`src/rtl/core/usan_pkg.sv`:
```
package usan_pkg;

  // byte classification masks
  localparam logic [7:0] ASCII_MASK = 8'h7F;
  localparam logic [7:0] CONT_MASK  = 8'hBF;
  localparam logic [7:0] LEAD2_MASK = 8'hDF;
  localparam logic [7:0] LEAD3_MASK = 8'hEF;
  localparam logic [7:0] LEAD4_MASK = 8'hF7;
  localparam logic [1:0] CONT_TAG   = 2'b10;

  localparam int unsigned MAX_CHAR = 4;
  localparam int unsigned HELD_MAX = MAX_CHAR - 1;

  // one queued group: a complete character and/or end of string
  typedef struct packed {
    logic [MAX_CHAR-1:0][7:0] bytes;
    logic [2:0]               count;
    logic                     last;
    logic                     valid;
  } usan_group_t;

  // lead length, 0 for a continuation or an illegal byte
  function automatic logic [2:0] lead_len(input logic [7:0] b);
    logic [2:0] len;
    if ((b & ASCII_MASK) == b) begin
      len = 3'd1;
    end else if ((b & CONT_MASK) == b) begin
      len = 3'd0;
    end else if ((b & LEAD2_MASK) == b) begin
      len = 3'd2;
    end else if ((b & LEAD3_MASK) == b) begin
      len = 3'd3;
    end else if ((b & LEAD4_MASK) == b) begin
      len = 3'd4;
    end else begin
      len = 3'd0;
    end
    return len;
  endfunction

endpackage

```
`src/rtl/core/utf8_stream_sanitizer.sv`:
```
// UTF-8 stream sanitizer. Takes one string byte per request and passes on only
// the bytes of complete UTF-8 characters (ASCII, 2-, 3- and 4-byte leads with
// their 80-BF continuations); stray continuations, F8-FF and unfinished
// characters are dropped. A zero byte or in_last ends the string; the final
// result carries out_last and string_valid, which is 1 only if no byte of the
// string was dropped (an end marker with byte_present = 0 is sent when no byte
// goes out on that step). Input takes one byte per cycle while not stalled; the
// output gives one result per cycle while out_stall is low, one result for each
// byte of a character, drained from a QUEUE_DEPTH-entry group queue between
// classifier and output stage. Input stalls only while that queue is full. An
// accepted byte goes through the group queue and then the output register.
module utf8_stream_sanitizer #(
  parameter int unsigned QUEUE_DEPTH = 4
) (
  input  logic       clk,
  input  logic       rst,
  input  logic       in_valid,
  output logic       in_stall,
  input  logic [7:0] in_byte,
  input  logic       in_last,
  output logic       out_valid,
  input  logic       out_stall,
  output logic [7:0] out_byte,
  output logic       byte_present,
  output logic       out_last,
  output logic       string_valid
);
  import usan_pkg::*;

  usan_group_t push_group;
  usan_group_t head;
  logic        q_push;
  logic        q_pop;
  logic        q_full;
  logic        q_empty;

  // classifier and character assembly
  usan_front u_front (
    .clk      (clk),
    .rst      (rst),
    .in_valid (in_valid),
    .in_stall (in_stall),
    .in_byte  (in_byte),
    .in_last  (in_last),
    .q_full   (q_full),
    .q_push   (q_push),
    .q_group  (push_group)
  );

  // group queue
  usan_queue #(
    .DEPTH (QUEUE_DEPTH)
  ) u_queue (
    .clk        (clk),
    .rst        (rst),
    .push       (q_push),
    .push_group (push_group),
    .pop        (q_pop),
    .head       (head),
    .empty      (q_empty),
    .full       (q_full)
  );

  // byte serializer and output register
  usan_back u_back (
    .clk          (clk),
    .rst          (rst),
    .head         (head),
    .q_empty      (q_empty),
    .q_pop        (q_pop),
    .out_valid    (out_valid),
    .out_stall    (out_stall),
    .out_byte     (out_byte),
    .byte_present (byte_present),
    .out_last     (out_last),
    .string_valid (string_valid)
  );

endmodule

```
`src/rtl/core/usan_front.sv`:
```
module usan_front (
  input  logic                 clk,
  input  logic                 rst,
  input  logic                 in_valid,
  output logic                 in_stall,
  input  logic [7:0]           in_byte,
  input  logic                 in_last,
  input  logic                 q_full,
  output logic                 q_push,
  output usan_pkg::usan_group_t q_group
);
  import usan_pkg::*;

  logic [HELD_MAX-1:0][7:0] held_bytes;
  logic [1:0] held_count, held_count_next;
  logic [2:0] char_length, char_length_next;
  logic       clean_so_far, clean_so_far_next;
  logic       hold_wr;
  logic [1:0] hold_idx;
  logic       accept;
  logic       last_eff;
  logic       is_cont;
  logic [2:0] len;

  assign in_stall = q_full;
  assign accept   = in_valid && !q_full;
  assign is_cont  = (in_byte[7:6] == CONT_TAG);
  assign len      = lead_len(in_byte);

  // classify the incoming byte against the held character
  always_comb begin
    held_count_next   = held_count;
    char_length_next  = char_length;
    clean_so_far_next = clean_so_far;
    hold_wr           = 1'b0;
    hold_idx          = held_count;
    last_eff          = in_last;
    q_group.bytes     = {in_byte, held_bytes};
    q_group.count     = 3'd0;
    q_group.last      = 1'b0;
    q_group.valid     = 1'b0;

    if (in_byte == 8'd0) begin
      last_eff = 1'b1;
    end else if (held_count != 2'd0 && is_cont) begin
      if ({1'b0, held_count} + 3'd1 == char_length) begin
        q_group.bytes[held_count] = in_byte;
        q_group.count             = {1'b0, held_count} + 3'd1;
        held_count_next           = 2'd0;
        char_length_next          = 3'd0;
      end else begin
        hold_wr         = 1'b1;
        held_count_next = held_count + 2'd1;
      end
    end else begin
      if (held_count != 2'd0) begin
        held_count_next   = 2'd0;
        char_length_next  = 3'd0;
        clean_so_far_next = 1'b0;
      end
      if (len == 3'd0) begin
        clean_so_far_next = 1'b0;
      end else if (len == 3'd1) begin
        q_group.bytes[0] = in_byte;
        q_group.count    = 3'd1;
      end else begin
        hold_wr          = 1'b1;
        hold_idx         = 2'd0;
        held_count_next  = 2'd1;
        char_length_next = len;
      end
    end

    // end of string closes the group and restarts the state
    if (last_eff) begin
      if (held_count_next != 2'd0) begin
        clean_so_far_next = 1'b0;
      end
      q_group.last      = 1'b1;
      q_group.valid     = clean_so_far_next;
      held_count_next   = 2'd0;
      char_length_next  = 3'd0;
      clean_so_far_next = 1'b1;
    end
  end

  assign q_push = accept && (q_group.count != 3'd0 || last_eff);

  // character state
  always_ff @(posedge clk) begin
    if (rst) begin
      held_count   <= 2'd0;
      char_length  <= 3'd0;
      clean_so_far <= 1'b1;
    end else if (accept) begin
      held_count   <= held_count_next;
      char_length  <= char_length_next;
      clean_so_far <= clean_so_far_next;
    end
  end

  // held lead and continuation bytes
  always_ff @(posedge clk) begin
    if (accept && hold_wr) begin
      held_bytes[hold_idx] <= in_byte;
    end
  end

endmodule

```
`src/rtl/core/usan_queue.sv`:
```
module usan_queue #(
  parameter int unsigned DEPTH = 4
) (
  input  logic                 clk,
  input  logic                 rst,
  input  logic                 push,
  input  usan_pkg::usan_group_t push_group,
  input  logic                 pop,
  output usan_pkg::usan_group_t head,
  output logic                 empty,
  output logic                 full
);
  import usan_pkg::*;

  localparam int unsigned PW = (DEPTH > 1) ? $clog2(DEPTH) : 1;
  localparam int unsigned CW = $clog2(DEPTH + 1);
  localparam logic [PW-1:0] LAST_PTR = PW'(DEPTH - 1);
  localparam logic [CW-1:0] FULL_CNT = CW'(DEPTH);

  usan_group_t         slots [DEPTH];
  logic [PW-1:0]       wr_ptr;
  logic [PW-1:0]       rd_ptr;
  logic [CW-1:0]       fill;
  logic                do_push;
  logic                do_pop;

  assign empty   = (fill == '0);
  assign full    = (fill == FULL_CNT);
  assign do_push = push && !full;
  assign do_pop  = pop && !empty;
  assign head    = slots[rd_ptr];

  // pointers and fill level
  always_ff @(posedge clk) begin
    if (rst) begin
      wr_ptr <= '0;
      rd_ptr <= '0;
      fill   <= '0;
    end else begin
      if (do_push) begin
        wr_ptr <= (wr_ptr == LAST_PTR) ? '0 : wr_ptr + PW'(1);
      end
      if (do_pop) begin
        rd_ptr <= (rd_ptr == LAST_PTR) ? '0 : rd_ptr + PW'(1);
      end
      if (do_push && !do_pop) begin
        fill <= fill + CW'(1);
      end else if (do_pop && !do_push) begin
        fill <= fill - CW'(1);
      end
    end
  end

  // group storage
  always_ff @(posedge clk) begin
    if (do_push) begin
      slots[wr_ptr] <= push_group;
    end
  end

endmodule

```
`src/rtl/core/usan_back.sv`:
```
module usan_back (
  input  logic                 clk,
  input  logic                 rst,
  input  usan_pkg::usan_group_t head,
  input  logic                 q_empty,
  output logic                 q_pop,
  output logic                 out_valid,
  input  logic                 out_stall,
  output logic [7:0]           out_byte,
  output logic                 byte_present,
  output logic                 out_last,
  output logic                 string_valid
);
  import usan_pkg::*;

  logic [1:0] idx;
  logic [1:0] last_idx;
  logic       is_final;
  logic       marker;
  logic       load;

  assign marker   = (head.count == 3'd0);
  assign last_idx = marker ? 2'd0 : 2'(head.count - 3'd1);
  assign is_final = (idx == last_idx);
  assign load     = !q_empty && (!out_valid || !out_stall);
  assign q_pop    = load && is_final;

  // walk through the bytes of the head group
  always_ff @(posedge clk) begin
    if (rst) begin
      idx <= 2'd0;
    end else if (load) begin
      idx <= is_final ? 2'd0 : idx + 2'd1;
    end
  end

  // output register
  always_ff @(posedge clk) begin
    if (rst) begin
      out_valid <= 1'b0;
    end else if (load) begin
      out_valid <= 1'b1;
    end else if (!out_stall) begin
      out_valid <= 1'b0;
    end
  end

  always_ff @(posedge clk) begin
    if (load) begin
      out_byte     <= marker ? 8'd0 : head.bytes[idx];
      byte_present <= !marker;
      out_last     <= is_final && head.last;
      string_valid <= is_final && head.last && head.valid;
    end
  end

endmodule

```
`config.mk`:
```
export PLATFORM = sky130hd
export DESIGN_NAME = utf8_stream_sanitizer
export DESIGN_NICKNAME = d
export VERILOG_FILES = /design/src/rtl/core/usan_pkg.sv /design/src/rtl/core/utf8_stream_sanitizer.sv /design/src/rtl/core/usan_front.sv /design/src/rtl/core/usan_queue.sv /design/src/rtl/core/usan_back.sv
export SDC_FILE = /design/constraint.sdc
export NUM_CORES = 1
export LEC_CHECK = 0
export BUFFER_PORTS_ARGS = -buffer_cell sky130_fd_sc_hd__buf_2
export CORE_UTILIZATION = 58
export CTS_CLUSTER_SIZE = 10
export DETAILED_ROUTE_END_ITERATION = 16
export PLACE_DENSITY_LB_ADDON = 0.05
export RECOVER_POWER = 25
export SLEW_MARGIN = 20
export SYNTH_ARGS = -nofsm -noshare
export SYNTH_HDL_FRONTEND = slang
export SYNTH_SLANG_ARGS = --single-unit
```
`constraint.sdc`:
```
create_clock -name clk -period 8.3 [get_ports clk]
set_input_delay 0.83 -clock clk [delete_from_list [all_inputs] [get_ports clk]]
set_output_delay 0.83 -clock clk [all_outputs]
set_load 0.05 [all_outputs]
```
==> results.env <==
FINAL_LAYOUT_SIZE_SUFFIX_GT1_FRAC=0.226
TIMING.FMAX_MHz=261
REQUIRED_PS=8730
FINALPOWER_W=0.00286
TIGHTEST_SLEW_PS=1180
TIMING.CRITICAL_PATH.SLOWEST_CELL_DELAY_PS=570
MET3_ROUTING_RESOURCE_USAGE_AFTER_GLOBAL_ROUTING=0.0356
SETUP_VIOL=0
CPMAXSTAGEDELAYCELL='sky130_fd_sc_hd__nor4_2'
YS_ASYNC_RST_SHARE=0
CTS_TREE='done'
SYNTH-WARNING-COUNT=0
GLOBALROUTETOTALUTIL=0.214
HPWLAFTERDP_MM=8.43
NUMCLOCKSINKS=201
SYNTH-SEQ-CELLS=201
WIRE_LENGTH_OF_THE_FIRST_GLOBAL_ROUTING_PASS_MM=22.6
SYN-INSTANCE-COUNT=425
CRITICAL_PATH.STARTPOINT_TYPE='flop'
CELLLEAKAGEPOWER_nW=2.93
PLACEMENT_ROW_COUNT=42
GROUTE.LAYER.MET2.USAGE=0.346
GRT_SETUP_UNREPAIRED='false'
SYNTHTOPCELLSBYAREA='sky130_fd_sc_hd__edfxtp_1 (68%), sky130_fd_sc_hd__mux4_2 (13%), sky130_fd_sc_hd__dfxtp_1 (4.5%)'
LAYOUT.CELLS.NON_FILLER=658
TIMING_MAX_TRANSITION_VIOLATIONS_FINAL=0
CTS_HOLD_BUFFERS=0
POST-SYNTH-TOP-AREA-FRACTION=0.679
LAYOUT.CELL_AREA.NON_FILLER_SQ_MM=0.00910
DRTITER0DRC=301
POWER_DENSITY_mW_PER_MM2=314
GRT_UTIL_MET1=0.297
DETAIL_ROUTE.WL_PER_CELL_UM=22.1
SLACK_OF_THE_WORST_REG_TO_REG_PATH_PS=4460
CP_CELL_SEQUENCE='inv_1, ha_1, or3b_4, nor4_2, a2111oi_2, a21oi_4, ha_1, inv_1, fa_1, xor2_1, or3_1, a21oi_1'
ROUTABILITYCONGESTION=0.828
CRITICAL_PATH.STARTPOINT='u_front.held_count[0]$_SDFFE_PP0P_'
HTREEDEPTH=1
CLK_TRANSITION_REPORTED_PATHS_PS=60
DIE_W_UM=120
FIN_SKEW_PS=8.43
GRT_PASS1_VIAS=4035
CAPTURE_ENDPOINT_OF_THE_WORST_HOLD_PATH='u_front.clean_so_far$_SDFFE_PP1P_'
MAX-SLEW-MARGIN-REL=0.216
HOLD_START='u_front.clean_so_far$_SDFFE_PP1P_'
TIMING.FINAL.HOLD_VIOLATIONS=0
CTSROOTBUFFERMASTER='sky130_fd_sc_hd__clkbuf_16'
TRITONCTS.NUM_BUFFERS=24
MAPPEDNETLISTAREA_SQ_MM=0.00809
PLACED_CELLS_INCL_TAPS=615
IR_DROP_uV=207
YOSYS.CELL_TYPES.COUNT=46
NET_COUNT_SYNTH=449
SYNTH_EDF_COUNT=183
GR-TOTAL-OVERFLOW=0
VIAS_PER_CELL=6.03
CP_MAX_FO=8
WORSTREG2REGEND='u_queue.fill[2]$_SDFFE_PP0P_'
ENDPOINT_KIND='flop'
INSERTION_DELAY_PS=500
SYNTH.YOSYS.SEQ_AREA_SHARE=0.724
CRIT_TYPE='reg -> reg'
SYN_TO_FINAL_GROWTH_PCT=12.5
DIE_AREA_SQ_MM=0.0144
DRC_ERRORS=0
WORSTREGTOREGCELLS=12
CORE_AREA_SQ_MM=0.0134
IOPINCOUNT=26
POSTROUTEWIRELENGTH_MM=14.6
GRT_ANTENNA_BEFORE_REPAIR=0
FINALSETUPTNS_PS=0
CTS_SETUP_BUFFERS=0
WORST_HOLD_PATH_TYPE='reg -> reg'
CTSRESIZECOUNT=0
LAYOUT.CELLS.MOST_COMMON_LIST='sky130_fd_sc_hd__edfxtp_1 (183), sky130_fd_sc_hd__mux4_2 (45), sky130_fd_sc_hd__clkbuf_1 (37)'
DRT.ANTENNA.VIOLATING_NETS=0
SYNTH_AREA_PER_CELL_SQ_UM=19.0
FLOORPLAN.INITIALDENSITY=0.604
RUN_STATUS='completed'
DPL-INSTANCE-AREA_SQ_MM=0.00842
LAYOUT.CELLS.MOST_COMMON='sky130_fd_sc_hd__edfxtp_1'
NUMBER_OF_INSERTED_DIODES=0
PORT-BUFFER-COUNT=25
FIRST_PASS_ITERS=4
WORST_HOLD_PATH_STAGE_COUNT=2
DIEHEIGHT_UM=120
FIN_CRIT_SH=0.462
MAXIMUM_NUMBER_OF_PINS_ON_ONE_NET_BEFORE_GLOBAL_ROUTE_REPAIR=38
GRT.BUSIEST_LAYER='met2'
SYNTH_LARGEST_AREA_CELL='sky130_fd_sc_hd__edfxtp_1'
DRV_CAP=0
FINAL.MIN_CLOCK_PERIOD_PS=3840
R2R-START='u_front.held_count[0]$_SDFFE_PP0P_'
DR_TOTAL_VIAS=3971
CP.ARRIVAL_PS=4260
CLOCK_PATH_BUFFERS=3
YS.FLOP_TYPE='sky130_fd_sc_hd__edfxtp_1'
FINAL_NETS=489
[through the flow]
| stage | hold WS [ps] | util | worst slack, ps |
|---|---|---|---|
| after floorplan | 437 | - | 4790 |
| after global placement | 457 | 0.629 | 4480 |
| after detailed placement | 476 | 0.629 | 4290 |
| after CTS | 493 | 0.681 | 4460 |
| after global routing | 523 | 0.679 | 4260 |
| final | 496 | 0.679 | 4460 |
[how the worst max path moves through the flow]
stage	slack, ps	to	cells past startpoint
6_report	4460	u_queue.fill[2]$_SDFFE_PP0P_	12
5_1_grt	4260	u_queue.fill[2]$_SDFFE_PP0P_	12
4_1_cts	4460	u_queue.fill[2]$_SDFFE_PP0P_	12
3_5_place_dp	4290	u_queue.fill[2]$_SDFFE_PP0P_	11
3_3_place_gp	4480	u_queue.fill[2]$_SDFFE_PP0P_	11
2_1_floorplan	4790	u_queue.slots[0][0]$_DFFE_PP_	6
[routing by layer]
layer / vias up / share of wire
li1: 1798 / -
met1: 2051 / 0.44
met2: 89 / 0.49
met3: 33 / 0.041
met4: 0 / 0.025
met5: - / 0
[flip-flops by register name, summed over array words and instances, names as in the netlist, named ones only]
register,cells
u_front.held_count,2
u_back.idx,2
u_queue.wr_ptr,2
u_queue.slots,148
u_back.string_valid,1
u_back.out_byte,8
u_queue.fill,3
u_front.held_bytes,24
u_front.char_length,3
u_queue.rd_ptr,2
u_back.out_valid,1
u_back.out_last,1
u_back.byte_present,1
u_front.clean_so_far,1
[Yosys cell counts (all sizes together), types with 2 or more instances]
library cell and instances:
nor2 17, nand2 11, and2 9, buf 6, nor2b 11, mux2 16, clkbuf 10, nand3 3
nor4 5, inv 13, nand2b 4, nor3 9, o31a 3, o21ai 7, xor2 5, dfxtp 18
mux2i 4, and3 3, ha 10, a22oi 4, a21oi 9, xnor2 2, edfxtp 183, o22ai 2
mux4 45
[report_power, final]
group          switching [W]  total, W  internal (W)
Combinational       0.000380  0.000642      0.000262
Clock               0.000369  0.000935      0.000567
Sequential         0.0000493   0.00128       0.00123
[kinds of logic after synthesis]
logic type | after synthesis | share of synthesized area
buffers and inverters | 29 | 0.0142
xor gates and xnor gates | 7 | 0.00758
AOI/OAI and AO/OA | 33 | 0.0289
DFF | 201 | 0.724
and+or+nand+nor | 79 | 0.0552
adders and majority gates | 11 | 0.0179
muxes | 65 | 0.152
[critical path, delay by kind of cell, from the launching register on]
| family | cells | cell delay (ps) |
|---|---|---|
| XOR/XNOR | 1 | 170 |
| AND/OR/NAND/NOR | 3 | 1300 |
| buffers and inverters | 2 | 240 |
| adder cells (fa/ha/maj) | 3 | 980 |
| AO/OA/AOI/OAI | 3 | 570 |
| flip-flops | 1 | 470 |
[final cells by class]
class | instances | area [sq um]
Fill cell | 903 | 4300
Tap cell | 176 | 220
Timing Repair Buffer | 30 | 134
Sequential cell | 201 | 5860
Multi-Input combinational cell | 195 | 2140
Clock inverter | 1 | 8.76
Clock buffer | 42 | 699
Inverter | 13 | 48.8
(Power assumes the default switching activity.)
